===== config.mk =====
export PLATFORM = sky130hd
export DESIGN_NAME = lidar_sector_obstacle_avoider_flat
export DESIGN_NICKNAME = d
export VERILOG_FILES = /design/src/hw/rtl/lsoa_pkg.sv /design/src/hw/rtl/lsoa_sample_if.sv /design/src/hw/rtl/lsoa_command_if.sv /design/src/hw/rtl/lidar_sector_obstacle_avoider.sv /design/src/flat_wrapper.sv
export SDC_FILE = /design/constraint.sdc
export NUM_CORES = 1
export LEC_CHECK = 0
export BUFFER_PORTS_ARGS = -buffer_cell sky130_fd_sc_hd__buf_2
export CORE_MARGIN = 4
export CORE_UTILIZATION = 50
export CTS_CLUSTER_DIAMETER = 60
export DETAILED_ROUTE_END_ITERATION = 7
export MAX_ROUTING_LAYER = met4
export PLACE_DENSITY_LB_ADDON = 0.2
export SLEW_MARGIN = 5
export SYNTH_ARGS = -nofsm -noshare
export SYNTH_HDL_FRONTEND = slang
export SYNTH_SLANG_ARGS = --single-unit

===== constraint.sdc =====
create_clock -name clk -period 17.55 [get_ports clk]
set_input_delay 3.51 -clock clk [delete_from_list [all_inputs] [get_ports clk]]
set_output_delay 3.51 -clock clk [all_outputs]
set_load 0.005 [all_outputs]

===== src/hw/rtl/lsoa_pkg.sv =====
`timescale 1ns / 1ps
`default_nettype none
// ----------------------------------------------------------------------------
// lsoa_pkg
// Shared types and constants for the lidar sector obstacle avoider.
// ----------------------------------------------------------------------------
package lsoa_pkg;

  localparam int CFG_DATA_W  = 16;
  localparam int CFG_INDEX_W = 3;
  localparam int SPEED_W     = 10;
  localparam int DIST_W      = 16;
  localparam int SCAN_LEN_W  = 13;

  localparam logic [CFG_INDEX_W-1:0] CFG_SCAN_LENGTH    = 3'd0;
  localparam logic [CFG_INDEX_W-1:0] CFG_STOP_DISTANCE  = 3'd1;
  localparam logic [CFG_INDEX_W-1:0] CFG_BACKUP_DISTANCE = 3'd2;
  localparam logic [CFG_INDEX_W-1:0] CFG_SIDE_DISTANCE  = 3'd3;
  localparam logic [CFG_INDEX_W-1:0] CFG_EMPTY_SECTOR   = 3'd4;

  localparam logic [SCAN_LEN_W-1:0] SCAN_LENGTH_RESET     = 13'd360;
  localparam logic [DIST_W-1:0]     STOP_DISTANCE_RESET   = 16'd500;
  localparam logic [DIST_W-1:0]     BACKUP_DISTANCE_RESET = 16'd250;
  localparam logic [DIST_W-1:0]     SIDE_DISTANCE_RESET   = 16'd300;
  localparam logic [DIST_W-1:0]     EMPTY_SECTOR_RESET    = 16'd5000;

  localparam logic signed [SPEED_W-1:0] LIN_BACKUP  = -10'sd150;
  localparam logic signed [SPEED_W-1:0] LIN_STOP    = 10'sd0;
  localparam logic signed [SPEED_W-1:0] LIN_VEER    = 10'sd100;
  localparam logic signed [SPEED_W-1:0] LIN_FORWARD = 10'sd300;
  localparam logic signed [SPEED_W-1:0] ANG_NONE    = 10'sd0;
  localparam logic signed [SPEED_W-1:0] ANG_SPIN_L  = 10'sd500;
  localparam logic signed [SPEED_W-1:0] ANG_SPIN_R  = -10'sd500;
  localparam logic signed [SPEED_W-1:0] ANG_VEER_L  = 10'sd300;
  localparam logic signed [SPEED_W-1:0] ANG_VEER_R  = -10'sd300;

  typedef enum logic [2:0] {
    ACT_BACKUP     = 3'd0,
    ACT_SPIN_LEFT  = 3'd1,
    ACT_SPIN_RIGHT = 3'd2,
    ACT_VEER_LEFT  = 3'd3,
    ACT_VEER_RIGHT = 3'd4,
    ACT_FORWARD    = 3'd5
  } action_t;

endpackage
`default_nettype wire


===== src/hw/rtl/lsoa_sample_if.sv =====
`timescale 1ns / 1ps
`default_nettype none
// ----------------------------------------------------------------------------
// lsoa_sample_if
// Lidar sample channel: one range reading per beat.
// ----------------------------------------------------------------------------
interface lsoa_sample_if #(
  parameter int RANGE_BITS = 16
);
  logic                  valid;
  logic                  ready;
  logic [RANGE_BITS-1:0] range_mm;
  logic                  not_finite;

  modport source (output valid, output range_mm, output not_finite, input ready);
  modport sink   (input valid, input range_mm, input not_finite, output ready);
endinterface
`default_nettype wire


===== src/hw/rtl/lsoa_command_if.sv =====
`timescale 1ns / 1ps
`default_nettype none
// ----------------------------------------------------------------------------
// lsoa_command_if
// Drive command channel: one command and three sector minima per beat.
// ----------------------------------------------------------------------------
interface lsoa_command_if;
  logic                               valid;
  logic                               ready;
  logic signed [lsoa_pkg::SPEED_W-1:0] linear_speed;
  logic signed [lsoa_pkg::SPEED_W-1:0] angular_speed;
  lsoa_pkg::action_t                  action;
  logic [lsoa_pkg::DIST_W-1:0]        front_min_mm;
  logic [lsoa_pkg::DIST_W-1:0]        left_min_mm;
  logic [lsoa_pkg::DIST_W-1:0]        right_min_mm;

  modport source (
    output valid, output linear_speed, output angular_speed, output action,
    output front_min_mm, output left_min_mm, output right_min_mm, input ready
  );
  modport sink (
    input valid, input linear_speed, input angular_speed, input action,
    input front_min_mm, input left_min_mm, input right_min_mm, output ready
  );
endinterface
`default_nettype wire


===== src/hw/rtl/lidar_sector_obstacle_avoider.sv =====
`timescale 1ns / 1ps
`default_nettype none
// ----------------------------------------------------------------------------
// lidar_sector_obstacle_avoider
// Per-scan sector minima of lidar ranges and a reactive drive command.
// ----------------------------------------------------------------------------
// Takes one range sample per clock on the samples channel, folds it into the
// right, front or left sector minimum by its position in the scan, and on the
// last sample of a scan presents one beat on the commands channel in the next
// cycle. The input is stalled for as long as a command waits and
// is not taken; a command taken in the same cycle frees the register, so a
// back-to-back stream runs at one sample per clock when the commands channel
// is ready. The sector bounds are recomputed from scan_length at the register
// write, so a write is registered before it affects the next sample.
// ----------------------------------------------------------------------------
module lidar_sector_obstacle_avoider #(
  parameter int MAX_SCAN   = 4096,
  parameter int RANGE_BITS = 16
) (
  input  wire logic                               clk,
  input  wire logic                               rst,
  input  wire logic                               cfg_we,
  input  wire logic [lsoa_pkg::CFG_INDEX_W-1:0]   cfg_index,
  input  wire logic [lsoa_pkg::CFG_DATA_W-1:0]    cfg_wdata,
  lsoa_sample_if.sink                             samples,
  lsoa_command_if.source                          commands
);
  import lsoa_pkg::*;

  localparam int POS_W = (MAX_SCAN > 1) ? $clog2(MAX_SCAN) : 1;
  localparam int LEN_W = ($clog2(MAX_SCAN + 1) > SCAN_LEN_W) ?
                         $clog2(MAX_SCAN + 1) : SCAN_LEN_W;
  localparam int CW    = (RANGE_BITS > DIST_W) ? RANGE_BITS : DIST_W;
  localparam logic [LEN_W-1:0] MAX_LEN = LEN_W'(MAX_SCAN);

  // configuration
  logic [POS_W-1:0]  bound_1;
  logic [POS_W-1:0]  bound_3;
  logic [POS_W-1:0]  bound_5;
  logic [POS_W-1:0]  bound_7;
  logic [POS_W-1:0]  last_pos;
  logic [DIST_W-1:0] stop_dist;
  logic [DIST_W-1:0] backup_dist;
  logic [DIST_W-1:0] side_dist;
  logic [DIST_W-1:0] empty_dist;

  logic [LEN_W-1:0] len_raw;
  logic [LEN_W-1:0] len_eff;
  logic [LEN_W+2:0] len_x3;
  logic [LEN_W+2:0] len_x5;
  logic [LEN_W+2:0] len_x7;
  logic             len_load;

  always_comb begin
    len_raw = rst ? LEN_W'(SCAN_LENGTH_RESET) : LEN_W'(cfg_wdata[SCAN_LEN_W-1:0]);
    if (len_raw == '0) begin
      len_eff = LEN_W'(1);
    end else if (len_raw > MAX_LEN) begin
      len_eff = MAX_LEN;
    end else begin
      len_eff = len_raw;
    end
    len_x3   = (LEN_W+3)'(len_eff) + ((LEN_W+3)'(len_eff) << 1);
    len_x5   = (LEN_W+3)'(len_eff) + ((LEN_W+3)'(len_eff) << 2);
    len_x7   = ((LEN_W+3)'(len_eff) << 3) - (LEN_W+3)'(len_eff);
    len_load = rst || (cfg_we && cfg_index == CFG_SCAN_LENGTH);
  end

  always_ff @(posedge clk) begin
    if (len_load) begin
      bound_1  <= POS_W'(len_eff >> 3);
      bound_3  <= POS_W'(len_x3 >> 3);
      bound_5  <= POS_W'(len_x5 >> 3);
      bound_7  <= POS_W'(len_x7 >> 3);
      last_pos <= POS_W'(len_eff - LEN_W'(1));
    end
  end

  always_ff @(posedge clk) begin
    if (rst) begin
      stop_dist   <= STOP_DISTANCE_RESET;
      backup_dist <= BACKUP_DISTANCE_RESET;
      side_dist   <= SIDE_DISTANCE_RESET;
      empty_dist  <= EMPTY_SECTOR_RESET;
    end else if (cfg_we) begin
      case (cfg_index)
        CFG_STOP_DISTANCE:   stop_dist   <= cfg_wdata;
        CFG_BACKUP_DISTANCE: backup_dist <= cfg_wdata;
        CFG_SIDE_DISTANCE:   side_dist   <= cfg_wdata;
        CFG_EMPTY_SECTOR:    empty_dist  <= cfg_wdata;
        default: ;
      endcase
    end
  end

  // scan state
  logic [POS_W-1:0]      pos;
  logic [2:0]            seen;
  logic [RANGE_BITS-1:0] right_nearest;
  logic [RANGE_BITS-1:0] front_nearest;
  logic [RANGE_BITS-1:0] left_nearest;

  logic                  fire;
  logic                  at_last;
  logic                  good;
  logic                  hit_r;
  logic                  hit_f;
  logic                  hit_l;
  logic [2:0]            seen_next;
  logic [RANGE_BITS-1:0] right_next;
  logic [RANGE_BITS-1:0] front_next;
  logic [RANGE_BITS-1:0] left_next;

  assign samples.ready = !commands.valid || commands.ready;
  assign fire          = samples.valid && samples.ready;
  assign at_last       = pos >= last_pos;

  always_comb begin
    good  = !samples.not_finite && samples.range_mm != '0;
    hit_r = good && pos >= bound_1 && pos < bound_3;
    hit_f = good && pos >= bound_3 && pos < bound_5;
    hit_l = good && pos >= bound_5 && pos < bound_7;

    seen_next  = seen | {hit_l, hit_f, hit_r};
    right_next = (hit_r && (!seen[0] || samples.range_mm < right_nearest)) ?
                 samples.range_mm : right_nearest;
    front_next = (hit_f && (!seen[1] || samples.range_mm < front_nearest)) ?
                 samples.range_mm : front_nearest;
    left_next  = (hit_l && (!seen[2] || samples.range_mm < left_nearest)) ?
                 samples.range_mm : left_nearest;
  end

  always_ff @(posedge clk) begin
    if (rst) begin
      pos  <= '0;
      seen <= '0;
    end else if (fire) begin
      pos  <= at_last ? '0 : pos + POS_W'(1);
      seen <= at_last ? '0 : seen_next;
    end
  end

  always_ff @(posedge clk) begin
    if (fire) begin
      right_nearest <= right_next;
      front_nearest <= front_next;
      left_nearest  <= left_next;
    end
  end

  // decision
  logic [CW-1:0]               fr;
  logic [CW-1:0]               lf;
  logic [CW-1:0]               rt;
  logic signed [SPEED_W-1:0]   lin_next;
  logic signed [SPEED_W-1:0]   ang_next;
  action_t                     act_next;

  always_comb begin
    fr = seen_next[1] ? CW'(front_next) : CW'(empty_dist);
    lf = seen_next[2] ? CW'(left_next)  : CW'(empty_dist);
    rt = seen_next[0] ? CW'(right_next) : CW'(empty_dist);
    if (fr < CW'(backup_dist)) begin
      lin_next = LIN_BACKUP;
      ang_next = ANG_NONE;
      act_next = ACT_BACKUP;
    end else if (fr < CW'(stop_dist)) begin
      lin_next = LIN_STOP;
      if (lf > rt) begin
        ang_next = ANG_SPIN_L;
        act_next = ACT_SPIN_LEFT;
      end else begin
        ang_next = ANG_SPIN_R;
        act_next = ACT_SPIN_RIGHT;
      end
    end else if (rt < CW'(side_dist)) begin
      lin_next = LIN_VEER;
      ang_next = ANG_VEER_L;
      act_next = ACT_VEER_LEFT;
    end else if (lf < CW'(side_dist)) begin
      lin_next = LIN_VEER;
      ang_next = ANG_VEER_R;
      act_next = ACT_VEER_RIGHT;
    end else begin
      lin_next = LIN_FORWARD;
      ang_next = ANG_NONE;
      act_next = ACT_FORWARD;
    end
  end

  // command register
  always_ff @(posedge clk) begin
    if (rst) begin
      commands.valid <= 1'b0;
    end else if (fire && at_last) begin
      commands.valid <= 1'b1;
    end else if (commands.ready) begin
      commands.valid <= 1'b0;
    end
  end

  always_ff @(posedge clk) begin
    if (fire && at_last) begin
      commands.linear_speed  <= lin_next;
      commands.angular_speed <= ang_next;
      commands.action        <= act_next;
      commands.front_min_mm  <= fr[DIST_W-1:0];
      commands.left_min_mm   <= lf[DIST_W-1:0];
      commands.right_min_mm  <= rt[DIST_W-1:0];
    end
  end

  // checks
  a_wrap_clears: assert property (@(posedge clk) disable iff (rst)
    fire && at_last |=> pos == '0 && seen == '0)
    else $error("scan state not cleared after last sample");

  a_cmd_from_last: assert property (@(posedge clk) disable iff (rst)
    $rose(commands.valid) |-> $past(fire && at_last))
    else $error("command raised without a last-sample beat");

  a_backup_speed: assert property (@(posedge clk) disable iff (rst)
    commands.valid |-> (commands.action == ACT_BACKUP) ==
                       (commands.linear_speed == LIN_BACKUP))
    else $error("backup action and speed disagree");

  a_forward_speed: assert property (@(posedge clk) disable iff (rst)
    commands.valid |-> (commands.action == ACT_FORWARD) ==
                       (commands.linear_speed == LIN_FORWARD))
    else $error("forward action and speed disagree");

endmodule
`default_nettype wire


===== src/flat_wrapper.sv =====
// flat-port wrapper written by rule: the top's interface ports become plain ports
module lidar_sector_obstacle_avoider_flat import lsoa_pkg::*;
#(
  parameter int MAX_SCAN   = 4096,
  parameter int RANGE_BITS = 16
)
  (clk, rst, cfg_we, cfg_index, cfg_wdata, samples_valid, samples_range_mm, samples_not_finite, samples_ready, commands_valid, commands_linear_speed, commands_angular_speed, commands_action, commands_front_min_mm, commands_left_min_mm, commands_right_min_mm, commands_ready);
  lsoa_sample_if #(.RANGE_BITS(RANGE_BITS)) samples_i ();
  lsoa_command_if commands_i ();
  input  wire logic clk;
  input  wire logic rst;
  input  wire logic cfg_we;
  input  wire logic [lsoa_pkg::CFG_INDEX_W-1:0] cfg_index;
  input  wire logic [lsoa_pkg::CFG_DATA_W-1:0] cfg_wdata;
  input wire logic [$bits(samples_i.valid)-1:0] samples_valid;
  input wire logic [$bits(samples_i.range_mm)-1:0] samples_range_mm;
  input wire logic [$bits(samples_i.not_finite)-1:0] samples_not_finite;
  output wire logic [$bits(samples_i.ready)-1:0] samples_ready;
  output wire logic [$bits(commands_i.valid)-1:0] commands_valid;
  output wire logic [$bits(commands_i.linear_speed)-1:0] commands_linear_speed;
  output wire logic [$bits(commands_i.angular_speed)-1:0] commands_angular_speed;
  output wire logic [$bits(commands_i.action)-1:0] commands_action;
  output wire logic [$bits(commands_i.front_min_mm)-1:0] commands_front_min_mm;
  output wire logic [$bits(commands_i.left_min_mm)-1:0] commands_left_min_mm;
  output wire logic [$bits(commands_i.right_min_mm)-1:0] commands_right_min_mm;
  input wire logic [$bits(commands_i.ready)-1:0] commands_ready;
  assign samples_i.valid = samples_valid;
  assign samples_i.range_mm = samples_range_mm;
  assign samples_i.not_finite = samples_not_finite;
  assign samples_ready = samples_i.ready;
  assign commands_valid = commands_i.valid;
  assign commands_linear_speed = commands_i.linear_speed;
  assign commands_angular_speed = commands_i.angular_speed;
  assign commands_action = commands_i.action;
  assign commands_front_min_mm = commands_i.front_min_mm;
  assign commands_left_min_mm = commands_i.left_min_mm;
  assign commands_right_min_mm = commands_i.right_min_mm;
  assign commands_i.ready = commands_ready;
  lidar_sector_obstacle_avoider #(.MAX_SCAN(MAX_SCAN), .RANGE_BITS(RANGE_BITS)) u_core (.clk(clk), .rst(rst), .cfg_we(cfg_we), .cfg_index(cfg_index), .cfg_wdata(cfg_wdata), .samples(samples_i), .commands(commands_i));
endmodule

-- Word-level counts from Yosys, hierarchy flattened
Cells that the tools add are included.
- reduce and logical (&&, ||, !) cells: 33
- muxes and demuxes: 24
- bitwise gates (word level): 1
- add/sub/neg operators: 5
- equality and inequality tests: 4
- order comparisons: 16
- operator list (operator ; number):
    < comparator 16 bit ; 7
    2-to-1 mux 16 bit ; 6
    2-to-1 mux 10 bit ; 6
    2-to-1 mux 13 bit ; 3
    >= comparator 12 bit ; 3
    < comparator 12 bit ; 3
    greater-than comparator 16 bit ; 1
    nonzero test 16 bit ; 1
    adder 13 x 14 -> 15 bit ; 1
    adder 13 x 15 -> 15 bit ; 1
    subtractor 15 x 13 -> 15 bit ; 1
    greater-than comparator 13 bit (second input constant) ; 1
    logical AND 1 bit ; 13
    zero test 13 bit ; 1
    adder 12 x 1 -> 12 bit (second input constant) ; 1
    >= comparator 12 x 10 -> 1 bit ; 1
    2-to-1 mux 12 bit ; 1
    subtractor 12 x 1 -> 12 bit (second input constant) ; 1
    2-to-1 mux 3 bit ; 3
    2-to-1 mux 9 bit ; 1
    AND reduction 2 bit ; 4
    == test 3 x 2 -> 1 bit (second input constant) ; 2
    zero test 1 bit ; 5
    logical OR 1 bit ; 5
    other kinds (9) ; 11
- register bits after elaboration: 257
- output and inout bits: 73
- bits of input ports: 41

-- Depth between registers and ports, before layout
Gate-level depths: netlist (run 1).
- depth after elaboration: 11
- gate-level depth with buffers: 24

-- Worst setup path after synthesis (run 1)
OpenSTA, ideal clock, no wires.
- path kind: input-to-reg
- start point: input cfg_index[1] (netlist bit)
- end point: register u_core.bound_1[0] (enable)
- slack: 9.195 ns
- required time: 16.996 ns
- library setup time: 0.554 ns
- stages: 3
- arrival time: 7.801 ns
- path buffers: 0
- path through: nor2_1 > nand2_1 > o21ai_0
- word-level cells in the longest chain between the ends: 3
- RTL lines (what ; RTL line ; source):
    start, declared ; flat_wrapper.sv:13 ; input wire logic [lsoa_pkg::CFG_INDEX_W-1:0] cfg_index;
    zero test 3 bit ; lidar_sector_obstacle_avoider.sv:66 ; len_load = rst || (cfg_we && cfg_index == CFG_SCAN_LENGTH);
    logical AND 1 bit ; lidar_sector_obstacle_avoider.sv:66 ;
    logical OR 1 bit ; lidar_sector_obstacle_avoider.sv:66 ;
    via u_core.len_load ; lidar_sector_obstacle_avoider.sv:52 ; logic len_load;
    end signal, assigned ; lidar_sector_obstacle_avoider.sv:71 ; bound_1 <= POS_W'(len_eff >> 3);
    end, declared ; lidar_sector_obstacle_avoider.sv:37 ; logic [POS_W-1:0] bound_1;
The timed path passes the listed nets, and every way through them passes these cells.
A chain may end at the register's enable or synchronous reset.

-- Worst setup path in the final report (run 1)
- start point: input samples_range_mm[0]
- end point: register u_core.commands.action[0], data pin
- elaborated cells between the ends (all ways): 33
- those cells by class: order compare (8); mux (10); bitwise (1); reduce/logical (14)
- RTL lines (what ; RTL line ; source):
    start, declared ; flat_wrapper.sv:16 ; input wire logic [$bits(samples_i.range_mm)-1:0] samples_range_mm;
    parallel branches: the longest is 4 deep, another holds < comparator 16 bit ; -- ;
    logical AND 1 bit * ; lidar_sector_obstacle_avoider.sv:127 ; front_next = (hit_f && (!seen[1] || samples.range_mm < front_nearest)) ?
    2-to-1 mux 16 bit * ; lidar_sector_obstacle_avoider.sv:127 ;
    via u_core.front_next[9] ; lidar_sector_obstacle_avoider.sv:111 ; logic [RANGE_BITS-1:0] front_next;
    2-to-1 mux 16 bit * ; lidar_sector_obstacle_avoider.sv:160 ; fr = seen_next[1] ? CW'(front_next) : CW'(empty_dist);
    via u_core.fr[9] ; lidar_sector_obstacle_avoider.sv:152 ; logic [CW-1:0] fr;
    < comparator 16 bit ; lidar_sector_obstacle_avoider.sv:167 ; end else if (fr < CW'(stop_dist)) begin
    2-to-1 mux 3 bit ; lidar_sector_obstacle_avoider.sv:167 ;
    end signal, assigned ; lidar_sector_obstacle_avoider.sv:206 ; commands.action <= act_next;
    end, declared ; lsoa_command_if.sv:18 ; output valid, output linear_speed, output angular_speed, output action,
Mark *: on every way through the listed nets, which the timed path passes.

==> results of run 1 <==
## report_power, final
group          internal, µW  switching [µW]
clock                   364             250
sequential              654            12.3
combinational          78.9             128
total                  1100             391
## worst max-delay path, delay by kind of cell
| family | cells | cell delay [ns] |
|---|---|---|
| AO/OA/AOI/OAI | 11 | 3.00 |
| multiplexers | 1 | 0.29 |
| buffers and inverters | 2 | 0.54 |
| adder cells (fa/ha/maj) | 1 | 0.26 |
| AND/OR/NAND/NOR | 6 | 1.07 |
## Yosys cell counts, drive strengths merged, types with 4 or more instances
cell      n
and2      5
o21bai    4
a21o     50
mux2     47
xor2     15
xnor2    35
clkbuf   29
o21ai    72
nand3    22
nor2b    17
mux2i    17
nand4    33
buf      21
or2       5
a211oi    5
and4      6
edfxtp  166
a31oi     6
o211ai   24
a21oi   122
inv     192
nand2   205
nor2     61
nor4     11
and3      7
nand2b   17
o21a     10
a221oi    4
a21boi    9
dfxtp    80
nor3     17
ha      227
## cell type report
class                      count  area, µm²
sequential                   246       6590
tap                          396        495
clock inverter                12        133
timing repair buffer         119        623
multi-input combinational   1088       8000
fill                        2699      13200
inverter                     193        724
clock buffer                  40        838
## metrics by stage
stage	total power, µW	util, %	instances	cell area (µm²)	hold WS [ns]
after floorplan	816	-	1577	15500	0.433
after global placement	875	53.7	2042	16400	0.442
after detailed placement	883	53.7	2042	16400	0.449
after CTS	1490	56.9	2094	17400	0.457
after global routing	1550	56.9	2094	17400	0.479
final	1490	56.9	2094	17400	0.456
## per-layer routing
layer,GRT usage [%],vias to the layer above,routed length [µm]
li1,-,5756,-
met1,36.6,5594,20100
met2,38.5,318,18700
met3,2.64,53,2340
met4,4.11,0,642
met5,-,-,0
## kinds of logic (layout without fill, tap and decap cells)
group | after synthesis | after routing | synth area share [%]
other | 1 | 5 | 0.0241
adder cells (fa/ha/maj) | 228 | 228 | 18.4
multiplexers | 64 | 64 | 4.50
buffers and inverters | 243 | 364 | 6.26
AND/OR/NAND/NOR | 417 | 417 | 12.5
XOR/XNOR | 50 | 50 | 2.82
flip-flops | 246 | 246 | 42.4
AO/OA/AOI/OAI | 324 | 324 | 13.0
## placed cells by master, fill, tap and decap left out, types with 8 or more instances in the layout
master	count
dfxtp_1	80
edfxtp_1	166
a21oi_1	118
nand3_1	22
nor2_1	61
ha_1	227
a21o_1	50
o21a_1	10
clkbuf_16	30
o21ai_0	68
xor2_1	15
nand2_1	204
nor4_1	11
nor2b_1	17
nand2b_1	17
xnor2_1	35
nand4_1	33
mux2_2	47
mux2i_1	17
buf_4	11
o211ai_1	24
a21boi_0	8
nor3_1	17
inv_1	189
buf_2	108
## final timing paths
kind	end	slack, ns	cells past startpoint	from
worst max-delay path	u_core.commands.action[0]$_SDFFCE_PN0P_	9.24	21	samples_range_mm[0]
worst min-delay path	u_core.backup_dist[8]$_SDFFE_PP0P_	0.46	2	u_core.backup_dist[8]$_SDFFE_PP0P_
worst max register to register	u_core.commands.action[0]$_SDFFCE_PN0P_	11.39	21	u_core.pos[0]$_SDFFE_PP0P_
worst min register to register	u_core.backup_dist[8]$_SDFFE_PP0P_	0.46	2	u_core.backup_dist[8]$_SDFFE_PP0P_
==> flow_summary.toml, run 1 <==
[logic_synthesis]
yosys_register_bits = 246
synth_enable_flop_cells = 166
post_synth_main_area_contributors = "edfxtp_1, ha_1, dfxtp_1"
syn_inst = 1573
synth_largest_type_area_fraction_pct = 32.1
post_synth_num_cell_types = 65
synthesis.yosys.warnings = 0
synthesis.area_per_instance_um2 = 9.87
most_used_dff_post_synth = "edfxtp_1"
yosysTopAreaCell = "edfxtp_1"
yosysSeqAreaShare_pct = 42.4
async_flop_share_pct = 0
mappedNetlistArea_um2 = 15500

[clock_tree]
clock_tree.htree_level_count = 1
clock_edge_transition_at_the_registers_on_the_reported_setup_and_hold_paths_ns = 0.06
cts-hold-fix-buffers = 0
cts_resized = 0
clock_root_buffer = "clkbuf_16"
tritoncts.num_buffers = 28
cts.path.max_buffers = 3
cts.repair_timing.setup_buffer_count = 0
worst_skew_pair.late_latency_ns = 0.55
number_of_clock_sinks = 246
tritoncts = "built"

[grt]
grt_start_max_net_pins = 61
grt_overflow = 0
number_of_antenna_violations_at_the_first_check_in_global_routing = 0
grt_util_all_layers_pct = 25.0
grt_pass1_vias = 11543
wire_length_of_the_first_global_routing_pass_um = 65300

[drt]
viasPerCell = 5.60
via_count_of_the_routed_design = 11721
post-route-drc-count = 0
final_antenna_violating_net_count = 0
avg_wl_per_cell_um = 20.0
detail_route.iter0.violations = 824
routed_wl_um = 41800
drtPass1Iterations = 5

[floorplanning]
initial_core_util_pct = 50.8
die_width_um = 184
floorplan.die_area_um2 = 33900
top_level_ports = 114
die_height_um = 184
design.core.area_um2 = 30600
floorplan.rows = 64

[timing]
post-route-min-period_ns = 8.31
finalHoldViolations = 0
slew_headroom_pct = 30.2
unrepaired_setup_endpoints_after_global_routing = "no"
setup_slack_ns = 9.24
setup_violations = 0
timing_max_transition_violations_final = 0
tns_ns = 0
clock.fmax_ghz = 0.120
finClkSkew_ns = 0.0116
worstMarginPinSlew_ns = 1.05
layout_worst_path_cycle_share_pct = 47.4

[power_and_ir_drop]
ir_drop_v = 0.0000687
power_per_cell_area_nw_per_um2 = 85.5
power.leakage_uw = 0.00787

[finish]
final_nets = 1945
drive_gt1_share_pct = 13.9
num_antenna_cells = 0
syn_to_final_growth_pct = 12.1

[setup_path]
end_kind = "flop"
setup.worst_path.class = "in -> reg"
worst_path_largest_cell_delay_ns = 0.59
critical_path.most_common_cell = "a21o_1"
critPathMaxFanout = 20
crit_path_cell_trace = "buf_2 > nor4_1 > a41oi_1 > nor4b_2 > nand2b_1 > a21oi_2 > buf_4 > nand2_1 > o21ai_0 > mux2_2 > ha_1 > a21o_1 > a21o_1 > a21o_1 > a21o_1 > a21oi_1 > nor2_1 > a2111oi_0 > o21ai_2 > and2_1 > a221oi_1"
startpoint_type = "primary input"
critPathRequiredTime_ns = 17.91
worst-endpoint-arrival_ns = 8.67
critical_path.slowest_cell = "a41oi_1"

[run_status]
run_status = "finished clean"

[place]
place.port_buffers = 108
gp_congestion = 0.928
detailed_place_hpwl_um = 31800
dpl_ws_ns = 8.75

[min_path]
worst_hold_class = "reg -> reg"

[run]
maxCapViolCount = 0
Power figures use the tool's default switching activity.
==> run 2, diff against run 1 <==
- clock period: 17.55 -> 6.7 ns (I/O delays scaled with it)
==> flow_summary.toml, run 2 (synthesized netlist as in run 1, its figures left out) <==
[clock_tree]
tritoncts = "built"
clock_edge_transition_at_the_registers_on_the_reported_setup_and_hold_paths_ns = 0.06
clock_root_buffer = "clkbuf_16"
cts_resized = 0
worst_skew_pair.late_latency_ns = 0.56
cts.path.max_buffers = 3
number_of_clock_sinks = 246
cts-hold-fix-buffers = 0
cts.repair_timing.setup_buffer_count = 0
tritoncts.num_buffers = 29
clock_tree.htree_level_count = 1

[timing]
unrepaired_setup_endpoints_after_global_routing = "no"
clock.fmax_ghz = 0.169
finalHoldViolations = 0
layout_worst_path_cycle_share_pct = 88.5
setup_violations = 0
timing_max_transition_violations_final = 0
finClkSkew_ns = 0.0244
worstMarginPinSlew_ns = 0.844
slew_headroom_pct = 43.7
post-route-min-period_ns = 5.93
tns_ns = 0

[finish]
layout.cells.most_common = "ha_1"
syn_to_final_growth_pct = 12.5
final_nets = 1952
most_frequent_cells_in_the_layout = "ha_1, nand2_1, inv_1, edfxtp_1, a21oi_1"
drive_gt1_share_pct = 14.0
num_antenna_cells = 0
post-route-cell-area_um2 = 17500

[min_path]
hold_path_startpoint = "u_core.stop_dist[0]$_SDFFE_PP0P_"
worst_hold_class = "reg -> reg"
worstHoldPathCells = 2
worst_min_delay_path_endpoint = "u_core.stop_dist[0]$_SDFFE_PP0P_"

[setup_path]
reg2reg_slack_ns = 0.77
critical_path.most_common_cell = "a21o_1"
setup.worst_path.class = "reg -> reg"
cp_num_buf_inv = 2
critical-path-top-delay-family = "compound AO/OA/AOI/OAI gates"
crit_path_cell_trace = "inv_1 > ha_1 > nand2b_1 > a2111o_1 > a2111oi_0 > o21ai_1 > and3_1 > nand2_1 > mux2_2 > mux2i_1 > inv_1 > ha_1 > a21o_1 > a21o_1 > a21oi_1 > o21ai_0 > a21o_1 > a21oi_1 > nand4_1 > o21a_1 > and2_1 > a221oi_1"
worst_path_largest_cell_delay_ns = 0.44
r2r-start = "u_core.pos[0]$_SDFFE_PP0P_"
critPathRequiredTime_ns = 7.08
worst-endpoint-arrival_ns = 6.31
startpoint_type = "flop"
end_kind = "flop"
critPathMaxFanout = 9
critical_path.slowest_cell = "a2111o_1"
timing.reg2reg.worst_path_depth = 22
capturing_point_of_the_worst_reg2reg_path = "u_core.commands.action[0]$_SDFFCE_PN0P_"

[place]
dpl_cell_area_um2 = 16500
gp_congestion = 0.945
place.port_buffers = 108
detailed_place_hpwl_um = 30900

[power_and_ir_drop]
share_seq_of_total_power_pct = 44.8
intPower_uw = 2900
switching_share_pct = 25.7
power.clock.fraction_pct = 41.5
total_power_uw = 3900
ir_drop_v = 0.000194
power_frac_comb_pct = 13.7
netSwitchingPower_uw = 1000
power_per_cell_area_nw_per_um2 = 223
power.leakage_uw = 0.00790

[floorplanning]
initial_core_util_pct = 50.8
floorplan.rows = 64
top_level_ports = 114
design.core.area_um2 = 30600
floorplan.die_area_um2 = 33900
die_width_um = 184
die_height_um = 184

[run_status]
run_status = "finished clean"

[drt]
final_antenna_violating_net_count = 0
post-route-drc-count = 0
drtPass1Iterations = 5
routed_wl_um = 39600
avg_wl_per_cell_um = 18.9
viasPerCell = 5.57
via_count_of_the_routed_design = 11701
detail_route.iter0.violations = 876

[grt]
number_of_antenna_violations_at_the_first_check_in_global_routing = 1
grt_start_max_net_pins = 60
grt_util_all_layers_pct = 23.7
grt_pass1_vias = 11063
grt_overflow = 0
wire_length_of_the_first_global_routing_pass_um = 61800

[run]
maxCapViolCount = 0
[run 2: cell count changes in the layout (fill, tap and decap cells not counted)]
cell | previous run | this run
buf_4 | 11 | 17
clkbuf_8 | 5 | 1
clkinv_1 | 1 | 4
inv_6 | 0 | 3
clkbuf_1 | 5 | 7
inv_8 | 2 | 0
bufinv_16 | 2 | 3
clkbuf_16 | 30 | 31
clkinv_2 | 4 | 3
clkinv_4 | 1 | 0
clkinv_8 | 0 | 1
inv_4 | 1 | 0
[run 2: power by group through the flow]
stage,clock (µW),sequential (µW),combinational [µW]
after floorplan,0,1770,372
after global placement,0,1780,514
after detailed placement,0,1780,528
after CTS,1640,1750,531
after global routing,1710,1750,606
final,1620,1750,533
[run 2: how the worst max path moves through the flow]
stage                                     from                                       to  slack (ns)  cells after the start
floorplan                         cfg_index[1]              u_core.bound_1[0]$_DFFE_PP_        0.52                      3
global placement          samples_range_mm[10]  u_core.commands.action[0]$_SDFFCE_PN0P_        0.30                     22
detailed placement        samples_range_mm[10]  u_core.commands.action[0]$_SDFFCE_PN0P_        0.23                     22
CTS                 u_core.pos[0]$_SDFFE_PP0P_  u_core.commands.action[0]$_SDFFCE_PN0P_        0.72                     22
global route        u_core.pos[0]$_SDFFE_PP0P_  u_core.commands.action[0]$_SDFFCE_PN0P_        0.20                     22
finish              u_core.pos[0]$_SDFFE_PP0P_  u_core.commands.action[0]$_SDFFCE_PN0P_        0.77                     22
[run 2: cell type report]
cell class	instances	area [µm²]
well taps	396	495
clock inverters	15	174
clock buffers	39	816
fillers	2691	13100
repair buffers	125	668
flip-flops and latches	246	6590
multi-input cells	1088	8000
inverters	193	724
[run 2: worst register-to-register path, cell delays in order, from the launching register on]
cell and delay, ns:
dfxtp_1 0.39, inv_1 0.14, ha_1 0.30, nand2b_1 0.14, a2111o_1 0.44, a2111oi_0 0.34, o21ai_1 0.24, and3_1 0.26
nand2_1 0.37, mux2_2 0.41, mux2i_1 0.21, inv_1 0.09, ha_1 0.33, a21o_1 0.17, a21o_1 0.17, a21oi_1 0.16
o21ai_0 0.11, a21o_1 0.19, a21oi_1 0.31, nand4_1 0.14, o21a_1 0.30, and2_1 0.25, a221oi_1 0.28
[run 2: stage by stage]
step	utilization [%]	setup WS, ns	instances	hold WS (ns)
2_1_floorplan	-	0.515	1577	0.433
3_3_place_gp	53.9	0.296	2048	0.443
3_5_place_dp	53.9	0.228	2048	0.446
4_1_cts	57.1	0.720	2102	0.456
5_1_grt	57.1	0.203	2102	0.474
6_report	57.1	0.768	2102	0.456
[run 2: metal layers]
metal	vias to the layer above	routed length, µm	track usage, %
met5	-	0	-
met4	0	1280	6.89
met3	85	2450	3.18
met2	366	16700	34.3
met1	5477	19200	34.9
li1	5773	-	-
